**config.mk**
```make
export PLATFORM = sky130hd
export DESIGN_NAME = rounded_rect_pixel_fill_top
export DESIGN_NICKNAME = d
export VERILOG_FILES = /design/src/sv/rrf_pkg.sv /design/src/sv/rrf_geom.sv /design/src/sv/rounded_rect_pixel_fill_top.sv
export SDC_FILE = /design/constraint.sdc
export NUM_CORES = 2
export LEC_CHECK = 0
export BUFFER_PORTS_ARGS = -buffer_cell sky130_fd_sc_hd__buf_4
export CAP_MARGIN = 20
export CORE_MARGIN = 2
export CORE_UTILIZATION = 60
export CTS_CLUSTER_DIAMETER = 120
export DETAILED_ROUTE_END_ITERATION = 7
export PLACE_DENSITY = 0.77
export SYNTH_ARGS = -nofsm -noshare
export SYNTH_HDL_FRONTEND = slang
export SYNTH_SLANG_ARGS = --single-unit
```
**constraint.sdc**
```tcl
create_clock -name clk -period 9.9 [get_ports clk]
set_input_delay 1.485 -clock clk [delete_from_list [all_inputs] [get_ports clk]]
set_output_delay 1.485 -clock clk [all_outputs]
set_load 0.01 [all_outputs]
```
**src/sv/rrf_pkg.sv**
```systemverilog
`timescale 1ns / 1ps
// ----------------------------------------------------------------------------
// rrf_pkg
// Shared types and constants for the rounded rectangle pixel fill block.
// ----------------------------------------------------------------------------
package rrf_pkg;

  localparam int MAX_WIDTH    = 1024;
  localparam int MAX_HEIGHT   = 1024;
  localparam int RECT_H_MAX   = 196;
  localparam int RECT_W_NUM   = 442;
  localparam int PCT_MAX      = 50;

  // floor(m / 49) = (m * RECIP_49) >> RECIP_49_SH, exact for m < 43690
  localparam logic [14:0] RECIP_49    = 15'd21400;
  localparam int          RECIP_49_SH = 20;
  // floor(p / 25) = (p * RECIP_25) >> RECIP_25_SH, exact for p < 4681
  localparam logic [11:0] RECIP_25    = 12'd2622;
  localparam int          RECIP_25_SH = 16;

  // cycles from a register write until the derived geometry is valid
  localparam logic [2:0]  CFG_SETTLE  = 3'd5;

  localparam logic [2:0] REG_IMAGE_WIDTH  = 3'd0;
  localparam logic [2:0] REG_IMAGE_HEIGHT = 3'd1;
  localparam logic [2:0] REG_RECT_HEIGHT  = 3'd2;
  localparam logic [2:0] REG_RADIUS_PCT   = 3'd3;
  localparam logic [2:0] REG_FILL_RED     = 3'd4;
  localparam logic [2:0] REG_FILL_GREEN   = 3'd5;
  localparam logic [2:0] REG_FILL_BLUE    = 3'd6;
  localparam logic [2:0] REG_TRANSPARENT  = 3'd7;

  typedef struct packed {
    logic [10:0] image_width;
    logic [10:0] image_height;
    logic [7:0]  rect_height;
    logic [5:0]  corner_pct;
  } cfg_geom_t;

  typedef struct packed {
    logic [9:0]  w_last;   // image width - 1
    logic [9:0]  h_last;   // image height - 1
    logic [9:0]  off_x;    // left edge of rectangle
    logic [9:0]  off_y;    // top edge of rectangle
    logic [9:0]  rect_w;
    logic [7:0]  rect_h;
    logic [6:0]  rad;
    logic [9:0]  x_hi;     // last column of the inner core, local
    logic [7:0]  y_hi;     // last row of the inner core, local
    logic [13:0] rad_sq;
  } geom_t;

endpackage

```
**src/sv/rrf_geom.sv**
```systemverilog
`timescale 1ns / 1ps
// ----------------------------------------------------------------------------
// rrf_geom
// Derives the clamped rectangle geometry from the configuration registers
// through a short register pipeline.
// ----------------------------------------------------------------------------
module rrf_geom
  import rrf_pkg::*;
(
  input  logic      clk,
  input  cfg_geom_t cfg,
  output geom_t     geom
);

  // stage 1
  logic [10:0] w1_r, w1_nxt, h1_r, h1_nxt;
  logic [7:0]  req1_nxt, rh1_r, rh1_nxt;
  logic [5:0]  pct1_r, pct1_nxt;
  logic [16:0] wnum1;
  logic [14:0] m1_r, m1_nxt;
  // stage 2
  logic [10:0] w2_r, h2_r;
  logic [7:0]  rh2_r;
  logic [29:0] wprod2;
  logic [9:0]  rwraw2_r, rwraw2_nxt;
  logic [13:0] radp2_r, radp2_nxt;
  // stage 3
  logic [10:0] w3_r, h3_r;
  logic [7:0]  rh3_r;
  logic [9:0]  rw3_r, rw3_nxt;
  logic [23:0] rprod3;
  logic [6:0]  radraw3_r, radraw3_nxt;
  // stage 4
  logic [10:0] w4_r, h4_r;
  logic [7:0]  rh4_r;
  logic [9:0]  rw4_r;
  logic [9:0]  mn4;
  logic [6:0]  radmax4;
  logic [6:0]  rad4_r, rad4_nxt;
  logic [10:0] dw4, dh4;
  logic [9:0]  offx4_r, offx4_nxt, offy4_r, offy4_nxt;
  // stage 5
  geom_t       geom_r, geom_nxt;
  logic [9:0]  wl5, hl5;

  always_comb begin
    if (cfg.image_width == 11'd0) begin
      w1_nxt = 11'd1;
    end else if (cfg.image_width > 11'(MAX_WIDTH)) begin
      w1_nxt = 11'(MAX_WIDTH);
    end else begin
      w1_nxt = cfg.image_width;
    end
    if (cfg.image_height == 11'd0) begin
      h1_nxt = 11'd1;
    end else if (cfg.image_height > 11'(MAX_HEIGHT)) begin
      h1_nxt = 11'(MAX_HEIGHT);
    end else begin
      h1_nxt = cfg.image_height;
    end
    if (cfg.rect_height == 8'd0) begin
      req1_nxt = 8'd1;
    end else if (cfg.rect_height > 8'(RECT_H_MAX)) begin
      req1_nxt = 8'(RECT_H_MAX);
    end else begin
      req1_nxt = cfg.rect_height;
    end
    pct1_nxt = (cfg.corner_pct > 6'(PCT_MAX)) ? 6'(PCT_MAX) : cfg.corner_pct;
    rh1_nxt  = ({3'd0, req1_nxt} > h1_nxt) ? h1_nxt[7:0] : req1_nxt;
    // round(req * 442 / 196), the /196 split as /4 then /49
    wnum1    = {9'd0, req1_nxt} * 17'(RECT_W_NUM) + 17'(RECT_H_MAX / 2);
    m1_nxt   = wnum1[16:2];
  end

  always_comb begin
    wprod2     = {15'd0, m1_r} * {15'd0, RECIP_49};
    rwraw2_nxt = wprod2[RECIP_49_SH +: 10];
    radp2_nxt  = {6'd0, rh1_r} * {8'd0, pct1_r};
  end

  always_comb begin
    rw3_nxt     = ({1'b0, rwraw2_r} > w2_r) ? w2_r[9:0] : rwraw2_r;
    // /100 split as /4 then /25
    rprod3      = {12'd0, radp2_r[13:2]} * {12'd0, RECIP_25};
    radraw3_nxt = rprod3[RECIP_25_SH +: 7];
  end

  always_comb begin
    mn4       = ({2'd0, rh3_r} < rw3_r) ? {2'd0, rh3_r} : rw3_r;
    radmax4   = mn4[7:1];
    rad4_nxt  = (radraw3_r > radmax4) ? radmax4 : radraw3_r;
    dw4       = w3_r - {1'b0, rw3_r};
    dh4       = h3_r - {3'd0, rh3_r};
    offx4_nxt = dw4[10:1];
    offy4_nxt = dh4[10:1];
  end

  always_comb begin
    wl5             = 10'(w4_r - 11'd1);
    hl5             = 10'(h4_r - 11'd1);
    geom_nxt.w_last = wl5;
    geom_nxt.h_last = hl5;
    geom_nxt.off_x  = offx4_r;
    geom_nxt.off_y  = offy4_r;
    geom_nxt.rect_w = rw4_r;
    geom_nxt.rect_h = rh4_r;
    geom_nxt.rad    = rad4_r;
    geom_nxt.x_hi   = rw4_r - {3'd0, rad4_r} - 10'd1;
    geom_nxt.y_hi   = rh4_r - {1'b0, rad4_r} - 8'd1;
    geom_nxt.rad_sq = {7'd0, rad4_r} * {7'd0, rad4_r};
  end

  always_ff @(posedge clk) begin
    w1_r      <= w1_nxt;
    h1_r      <= h1_nxt;
    rh1_r     <= rh1_nxt;
    pct1_r    <= pct1_nxt;
    m1_r      <= m1_nxt;
    w2_r      <= w1_r;
    h2_r      <= h1_r;
    rh2_r     <= rh1_r;
    rwraw2_r  <= rwraw2_nxt;
    radp2_r   <= radp2_nxt;
    w3_r      <= w2_r;
    h3_r      <= h2_r;
    rh3_r     <= rh2_r;
    rw3_r     <= rw3_nxt;
    radraw3_r <= radraw3_nxt;
    w4_r      <= w3_r;
    h4_r      <= h3_r;
    rh4_r     <= rh3_r;
    rw4_r     <= rw3_r;
    rad4_r    <= rad4_nxt;
    offx4_r   <= offx4_nxt;
    offy4_r   <= offy4_nxt;
    geom_r    <= geom_nxt;
  end

  assign geom = geom_r;

endmodule

```
**src/sv/rounded_rect_pixel_fill_top.sv**
```systemverilog
`timescale 1ns / 1ps
// ----------------------------------------------------------------------------
// rounded_rect_pixel_fill_top
// Fills a centered rounded rectangle over a raster-order RGBA pixel stream.
//
// in_*  : source pixels in row-major order, one word per pixel
// out_* : result pixels, out_tlast marks the final pixel of the image
// cfg_* : register writes, taken in the cycle cfg_wr_en is high
//
// Throughput is one pixel per clock while the receiver keeps up and no write
// is settling; pixels pass the input, corner-distance and result registers.
// When the receiver stalls, words stay in the three stages and in_tready
// drops once they are full. Rectangle geometry comes from a five-stage
// register chain fed by the registers, so after reset or any register write
// in_tready stays low until the settle counter is zero. Reset restores the
// register defaults and clears the column and row counters; writes do not.
// ----------------------------------------------------------------------------
module rounded_rect_pixel_fill_top
  import rrf_pkg::*;
(
  input  logic        clk,
  input  logic        rst_n,
  input  logic        in_tvalid,
  output logic        in_tready,
  input  logic [31:0] in_tdata,   // pixel_in
  output logic        out_tvalid,
  input  logic        out_tready,
  output logic [31:0] out_tdata,  // pixel_out
  output logic        out_tlast,  // frame_last
  input  logic        cfg_wr_en,
  input  logic [2:0]  cfg_index,
  input  logic [10:0] cfg_data
);

  cfg_geom_t   cfg_r;
  logic [7:0]  red_r, green_r, blue_r;
  logic        transp_r;
  logic [2:0]  settle_r;
  geom_t       geom;

  logic [9:0]  col_r, row_r;
  logic        row_end, frame_end, in_acc;

  logic        v0_r, v1_r, v2_r;
  logic        adv0, adv1, adv2;
  logic [31:0] pix0_r, pix1_r, pix2_r;
  logic [9:0]  x0_r, y0_r;
  logic        last0_r, last1_r, last2_r;

  logic [11:0] lx, ly;
  logic        in_box_nxt, in_box_r;
  logic [11:0] dx_full, dy_full;
  logic [6:0]  dx_r, dy_r;
  logic [14:0] dist_sq;
  logic [31:0] pix2_nxt;

  rrf_geom u_geom (
    .clk  (clk),
    .cfg  (cfg_r),
    .geom (geom)
  );

  // registers and settle counter
  always_ff @(posedge clk) begin
    if (!rst_n) begin
      cfg_r.image_width    <= 11'd442;
      cfg_r.image_height   <= 11'd196;
      cfg_r.rect_height    <= 8'd196;
      cfg_r.corner_pct     <= 6'd12;
      red_r                <= 8'd0;
      green_r              <= 8'd0;
      blue_r               <= 8'd0;
      transp_r             <= 1'b0;
      settle_r             <= CFG_SETTLE;
    end else begin
      if (cfg_wr_en) begin
        settle_r <= CFG_SETTLE;
        case (cfg_index)
          REG_IMAGE_WIDTH:  cfg_r.image_width    <= cfg_data;
          REG_IMAGE_HEIGHT: cfg_r.image_height   <= cfg_data;
          REG_RECT_HEIGHT:  cfg_r.rect_height    <= cfg_data[7:0];
          REG_RADIUS_PCT:   cfg_r.corner_pct     <= cfg_data[5:0];
          REG_FILL_RED:     red_r                <= cfg_data[7:0];
          REG_FILL_GREEN:   green_r              <= cfg_data[7:0];
          REG_FILL_BLUE:    blue_r               <= cfg_data[7:0];
          REG_TRANSPARENT:  transp_r             <= cfg_data[0];
          default: ;
        endcase
      end else if (settle_r != 3'd0) begin
        settle_r <= settle_r - 3'd1;
      end
    end
  end

  // stall control
  assign adv2      = !v2_r || out_tready;
  assign adv1      = !v1_r || adv2;
  assign adv0      = !v0_r || adv1;
  assign in_tready = adv0 && (settle_r == 3'd0);
  assign in_acc    = in_tvalid && in_tready;

  // raster position
  assign row_end   = col_r >= geom.w_last;
  assign frame_end = row_end && (row_r >= geom.h_last);

  always_ff @(posedge clk) begin
    if (!rst_n) begin
      col_r <= 10'd0;
      row_r <= 10'd0;
    end else if (in_acc) begin
      if (row_end) begin
        col_r <= 10'd0;
        row_r <= frame_end ? 10'd0 : row_r + 10'd1;
      end else begin
        col_r <= col_r + 10'd1;
      end
    end
  end

  // local position and corner offsets
  always_comb begin
    lx         = {2'd0, x0_r} - {2'd0, geom.off_x};
    ly         = {2'd0, y0_r} - {2'd0, geom.off_y};
    in_box_nxt = !lx[11] && (lx < {2'd0, geom.rect_w})
              && !ly[11] && (ly < {4'd0, geom.rect_h});
    if (lx < {5'd0, geom.rad}) begin
      dx_full = {5'd0, geom.rad} - lx;
    end else if (lx > {2'd0, geom.x_hi}) begin
      dx_full = lx - {2'd0, geom.x_hi};
    end else begin
      dx_full = 12'd0;
    end
    if (ly < {5'd0, geom.rad}) begin
      dy_full = {5'd0, geom.rad} - ly;
    end else if (ly > {4'd0, geom.y_hi}) begin
      dy_full = ly - {4'd0, geom.y_hi};
    end else begin
      dy_full = 12'd0;
    end
  end

  // corner test and fill
  always_comb begin
    dist_sq = {1'b0, {7'd0, dx_r} * {7'd0, dx_r}} + {1'b0, {7'd0, dy_r} * {7'd0, dy_r}};
    if (in_box_r && (dist_sq <= {1'b0, geom.rad_sq})) begin
      pix2_nxt = transp_r ? 32'd0 : {8'hFF, blue_r, green_r, red_r};
    end else begin
      pix2_nxt = pix1_r;
    end
  end

  // pipeline
  always_ff @(posedge clk) begin
    if (!rst_n) begin
      v0_r <= 1'b0;
      v1_r <= 1'b0;
      v2_r <= 1'b0;
    end else begin
      if (adv0) begin
        v0_r <= in_acc;
      end
      if (adv1) begin
        v1_r <= v0_r;
      end
      if (adv2) begin
        v2_r <= v1_r;
      end
    end
  end

  always_ff @(posedge clk) begin
    if (in_acc) begin
      pix0_r  <= in_tdata;
      x0_r    <= col_r;
      y0_r    <= row_r;
      last0_r <= frame_end;
    end
    if (adv1) begin
      pix1_r   <= pix0_r;
      last1_r  <= last0_r;
      in_box_r <= in_box_nxt;
      dx_r     <= dx_full[6:0];
      dy_r     <= dy_full[6:0];
    end
    if (adv2) begin
      pix2_r  <= pix2_nxt;
      last2_r <= last1_r;
    end
  end

  assign out_tvalid = v2_r;
  assign out_tdata  = pix2_r;
  assign out_tlast  = last2_r;

endmodule
```
Yosys cells after proc, flatten, opt, wreduce, memory -nomap -nowiden
Cells that the tools add are included.
- output and inout bits: 35
- register bits: 535
- logic and storage cells: 158
- magnitude comparators: 17
- add/sub/neg operators: 19
- multiply operators: 7
- bitwise logic cells: 1
- reduce and logical (&&, ||, !) cells: 32
- equal/unequal tests: 7
- muxes and demuxes: 17
- operators by type and width (cell ; number):
    $mux 32 ; 2
    $mul 7x7->14 ; 3
    $mux 7 ; 5
    $mux 11 ; 3
    $mux 8 ; 4
    $mux 10 ; 3
    $sub 10x1->10 const B ; 3
    $sub 7x7->7 ; 4
    $mul 15x12->27 const B ; 1
    $lt 12x7->1 ; 2
    $gt 11x11->1 const B ; 2
    $logic_not 11->1 ; 2
    $mul 12x11->22 const B ; 1
    $sub 10x10->11 ; 2
    $add 10x1->10 const B ; 2
    $ge 10x10->1 ; 2
    $reduce_and 2->1 ; 9
    $add 17x7->17 const B ; 1
    $mul 8x8->16 const B ; 1
    $add 14x14->15 ; 1
    $le 15x14->1 ; 1
    $mul 8x6->14 ; 1
    $eq 3x3->1 const B ; 4
    $gt 12x10->1 ; 1
    other kinds (25) ; 40

Longest topological paths before layout
- depth after elaboration: 7
- depth in mapped cells: 31
- mapped depth without buffers: 28

Hierarchy
From an unflattened synthesis, not the netlist that was laid out.
- cell total of the unflattened synthesis: 3172
- area total of the unflattened synthesis: 33118.0 um^2
- by module, submodules not included (module ; times used ; cells each ; sequential area each (um^2) ; area each (um^2)):
    rrf_geom ; 1 ; 1757 ; 6206.0 ; 18711.7
    rounded_rect_pixel_fill_top ; 1 ; 1415 ; 5765.5 ; 14406.3

Least setup slack after synthesis
OpenSTA, ideal clock, no wires.
- path kind: flip-flop to flip-flop
- start point: register dx_r[2]
- end point: register pix2_r[22] (netlist: out_tdata[22]) (data pin)
- setup slack: 2.685 ns
- cell stages (with the launch flop): 31
- data required time: 9.638 ns
- clock period less this slack: 7.215 ns
- arrival time: 6.952 ns
- path buffers: 3
- path through: edfxtp_1 > clkbuf_1 > inv_1 > fa_1 > fa_1 > fa_1 > inv_1 > fa_1 > inv_1 > fa_1 > fa_1 > inv_1 > ha_1 > nor2b_1 > o21ai_1 > a21boi_1 > o21ai_1 > a21oi_1 > a21o_1 > a21oi_1 > xnor2_1 > ha_1 > a21o_1 > a21oi_1 > o2111ai_1 > o21ai_0 > nand4_1 > a311o_1 > clkbuf_1 > buf_2 > mux2_1
- longest elaborated chain between the ends: 5
- RTL lines (element ; RTL line ; source):
    start: declaration ; rounded_rect_pixel_fill_top.sv:53 ; logic [6:0] dx_r, dy_r;
    start signal: assignment ; rounded_rect_pixel_fill_top.sv:182 ; dx_r <= dx_full[6:0];
    $mul 7x7->14 ; rounded_rect_pixel_fill_top.sv:144 ; dist_sq = {1'b0, {7'd0, dx_r} * {7'd0, dx_r}} + {1'b0, {7'd0, dy_r} * {7'd0, dy_r}};
    $add 14x14->15 ; rounded_rect_pixel_fill_top.sv:144 ;
    $le 15x14->1 ; rounded_rect_pixel_fill_top.sv:145 ; if (in_box_r && (dist_sq <= {1'b0, geom.rad_sq})) begin
    $logic_and 1x1->1 ; rounded_rect_pixel_fill_top.sv:145 ;
    $mux 32 ; rounded_rect_pixel_fill_top.sv:145 ;
    net pix2_nxt[22] ; rounded_rect_pixel_fill_top.sv:55 ; logic [31:0] pix2_nxt;
    end signal: assignment ; rounded_rect_pixel_fill_top.sv:186 ; pix2_r <= pix2_nxt;
    end: declaration ; rounded_rect_pixel_fill_top.sv:46 ; logic [31:0] pix0_r, pix1_r, pix2_r;
The timed path passes the listed nets, and every way through them passes these cells.
A chain may end at the register's enable or synchronous reset.

Final worst setup path
- start point: register dx_r[0]
- end point: register pix2_r[11] (netlist: out_tdata[11]) (data pin)
The elaborated chain is that of the path after synthesis.

==> results by group <==
GRT
  – Largest net degree at the start of global routing: 70
  – Grt ovf: 0
  – GRT Overall Usage: 0.246
  – First-pass GRT wire length: 113000 um
  – Initial antenna violation count: 0
  – Vias in the first global route: 23398

Critical path
  – R2r setup slk: 1.86 ns
  – CP required: 10.28 ns
  – Cell mode on critical path: fa_1
  – Max incr delay on CP: 0.68 ns
  – Startpoint types: flop
  – Crit-path max FO: 32
  – CP arrival: 8.42 ns
  – Slowest stage cell on the critical path: a311o_2
  – Worst r2r dst: out_tdata[11]$_DFFE_PP_
  – Worst Setup Path Type: reg -> reg
  – RR Startpoint: dx_r[0]$_DFFE_PP_
  – CP Capture Type: flop
  – Worst reg2reg path depth: 27

Hold path
  – Min-Delay Path Class: reg -> reg
  – Hold endpoint: u_geom.h3_r[2]$_DFF_P_
  – Hold path depth: 0
  – Hold path start: u_geom.h2_r[2]$_DFF_P_

STA
  – Final Max Slew Viols: 0
  – Final Hold Vio Count: 0
  – Crit share post-route: 0.812
  – Min Tclk post-route: 8.04 ns
  – Layout Skew: 0.0350 ns
  – RSZ-0062 raised after global routing: false
  – Final setup fails: 0
  – Fin Setup TNS: 0 ns
  – Worst-Margin Slew: 0.985 ns
  – Final setup margin: 1.86 ns
  – Max_slew headroom: 0.343
  – Fmax: 124 MHz

Floorplan
  – Die Footprint: 56900 um^2
  – Floorplan row count: 85
  – Ports: 86
  – Core ar.: 54100 um^2
  – Initial core utilization: 0.610
  – Die W: 239 um
  – Die Height: 239 um

Clock tree
  – Hold buffers post-CTS: 0
  – Cts bufs inserted: 53
  – Max H-tree Level: 2
  – Worst-path clk slew: 0.07 ns
  – Skew-Pair Late Insertion Delay: 0.63 ns
  – TritonCTS clock tree: done
  – # resized after CTS: 0
  – CTS root buffer: clkbuf_16
  – Longest Clk Path Bufs: 3
  – Sink Count: 531
  – Setup bufs post-CTS: 0

Synth
  – Cell Area, Synth: 33000 um^2
  – Netlist cell types: 76
  – Post-synth EDFFs: 134
  – Avg Cell Area, Syn: 10.4 um^2
  – Top cells by area, synth: dfxtp_1 (24%), ha_1 (19%), fa_1 (13%)
  – Post-synth ARST share: 0
  – Most used DFF post-synth: dfxtp_1
  – Seq/Total Area, Yosys: 0.363
  – Yosys warns: 0
  – Seq cells post-synth: 531
  – Mapped Nets: 3948
  – Syn Inst Count: 3185
  – Yosys top cell area share: 0.241
  – Yosys top cell by area: dfxtp_1

Drt
  – Drt initial violations: 1117
  – Met2 WL: 33900 um
  – Antenna Violating Nets Remaining: 0
  – DRC: 0
  – WL met1: 28200 um
  – DRT Pass-1 Iters: 5
  – Routed WL per cell: 16.8 um
  – Uppermost layer routed: met4
  – DR vias: 22135
  – Routed WL: 67800 um
  – Met3 wire length: 3040 um
  – Vias/cell: 5.49

Run status
  – Outcome: completed

Placement
  – PortBufs: 85
  – Placer Congestion: 0.881
  – Post-DP HPWL: 52800 um
  – Place WS: 1.90 ns

Layout
  – Final net count: 4054
  – Share of cells above drive strength 1: 0.0621
  – Fill cells: 3973
  – Final design utilization: 0.672
  – Syn-to-layout area delta: 10.1%

Run
  – MaxCap Viol Count: 0
==> per-stage QoR <==
stage                     area [um^2]  instances  hold WS, ns
after floorplan                 33000       3185        0.310
after global placement          34400       3930        0.310
after CTS                       36300       4029        0.317
final                           36400       4031        0.317
after detailed placement        34400       3931        0.312
after global routing            36400       4030        0.329
==> worst max-delay path by stage <==
stage,cells after the start,start,to
after CTS,27,dx_r[0]$_DFFE_PP_,out_tdata[11]$_DFFE_PP_
after global routing,27,dx_r[4]$_DFFE_PP_,out_tdata[11]$_DFFE_PP_
after global placement,27,dx_r[4]$_DFFE_PP_,out_tdata[9]$_DFFE_PP_
after detailed placement,27,dx_r[0]$_DFFE_PP_,out_tdata[0]$_DFFE_PP_
final,27,dx_r[0]$_DFFE_PP_,out_tdata[11]$_DFFE_PP_
after floorplan,30,dx_r[2]$_DFFE_PP_,out_tdata[22]$_DFFE_PP_
==> routing by layer <==
layer / up-vias / track usage
li1: 10743 / -
met2: 464 / 0.442
met3: 173 / 0.0338
met5: - / 0
met1: 10755 / 0.297
met4: 0 / 0.100
==> final cells by class <==
type | instances | area [um^2] | area share
Tap cell | 696 | 871 | 0.0240
Clock inverter | 27 | 332 | 0.00912
Antenna cell | 1 | 2.50 | 0.0000688
Inverter | 547 | 2050 | 0.0565
Timing Repair Buffer | 90 | 681 | 0.0187
Sequential cell | 531 | 12000 | 0.329
Clock buffer | 71 | 1610 | 0.0443
Multi-Input combinational cell | 2068 | 18800 | 0.518
==> state kept, by name (all words and copies together), names as in the netlist, 11 cells and up <==
register / count
cfg_r: 36
out_tdata: 32
pix0_r: 32
pix1_r: 32
u_geom.geom: 95
u_geom.h1_r: 11
u_geom.h2_r: 11
u_geom.h3_r: 11
u_geom.m1_r: 15
u_geom.radp2_r: 12
u_geom.w1_r: 11
u_geom.w2_r: 11
u_geom.w3_r: 11
==> worst max-delay path, delay by kind of cell, from the launching register on <==
| family | cells | cell delay [ns] |
|---|---|---|
| and+or+nand+nor | 3 | 0.46 |
| AOI/OAI and AO/OA | 11 | 2.47 |
| buffers and inverters | 3 | 0.14 |
| DFF | 1 | 0.49 |
| adders and majority gates | 8 | 3.63 |
| xor gates and xnor gates | 1 | 0.14 |
| muxes | 1 | 0.46 |
==> logic make-up after synthesis <==
group           Yosys count  synth area share
compound gates          417            0.0812
xor+xnor                166            0.0440
fa+ha+maj               712             0.319
buf+inv                 586            0.0670
flops                   531             0.363
mux                      76            0.0247
simple gates            697             0.102
==> synth_stat cells, drive strengths merged, types with 35 or more instances <==
cell type	n
nand3	43
nand2	255
o21ai	86
nor2b	82
a21o	38
fa	215
clkbuf	35
inv	546
dfxtp	397
nor2	130
xnor2	109
mux2	40
nor3	35
mux2i	36
a21oi	119
xor2	57
ha	497
a21boi	54
and2	37
edfxtp	134
==> cell usage in the layout, fill, tap and decap left out, types with 31 or more instances in the layout <==
cell type	netlist	final
a21oi_1	117	117
mux2i_1	36	36
nor3_1	35	35
dfxtp_1	397	397
a21o_1	38	38
buf_4	0	88
a21boi_0	47	47
clkbuf_16	0	59
ha_1	497	497
xor2_1	57	57
fa_1	215	215
and2_1	37	37
edfxtp_1	134	134
xnor2_1	109	109
o21ai_0	56	56
mux2_1	31	31
nand2_1	255	254
nor2_1	130	130
nand3_1	43	43
inv_1	544	544
nor2b_1	82	82
nand2b_1	31	31
Power is not shown: default switching activity piles up to over one toggle a cycle in this logic, so the estimate is an artifact.
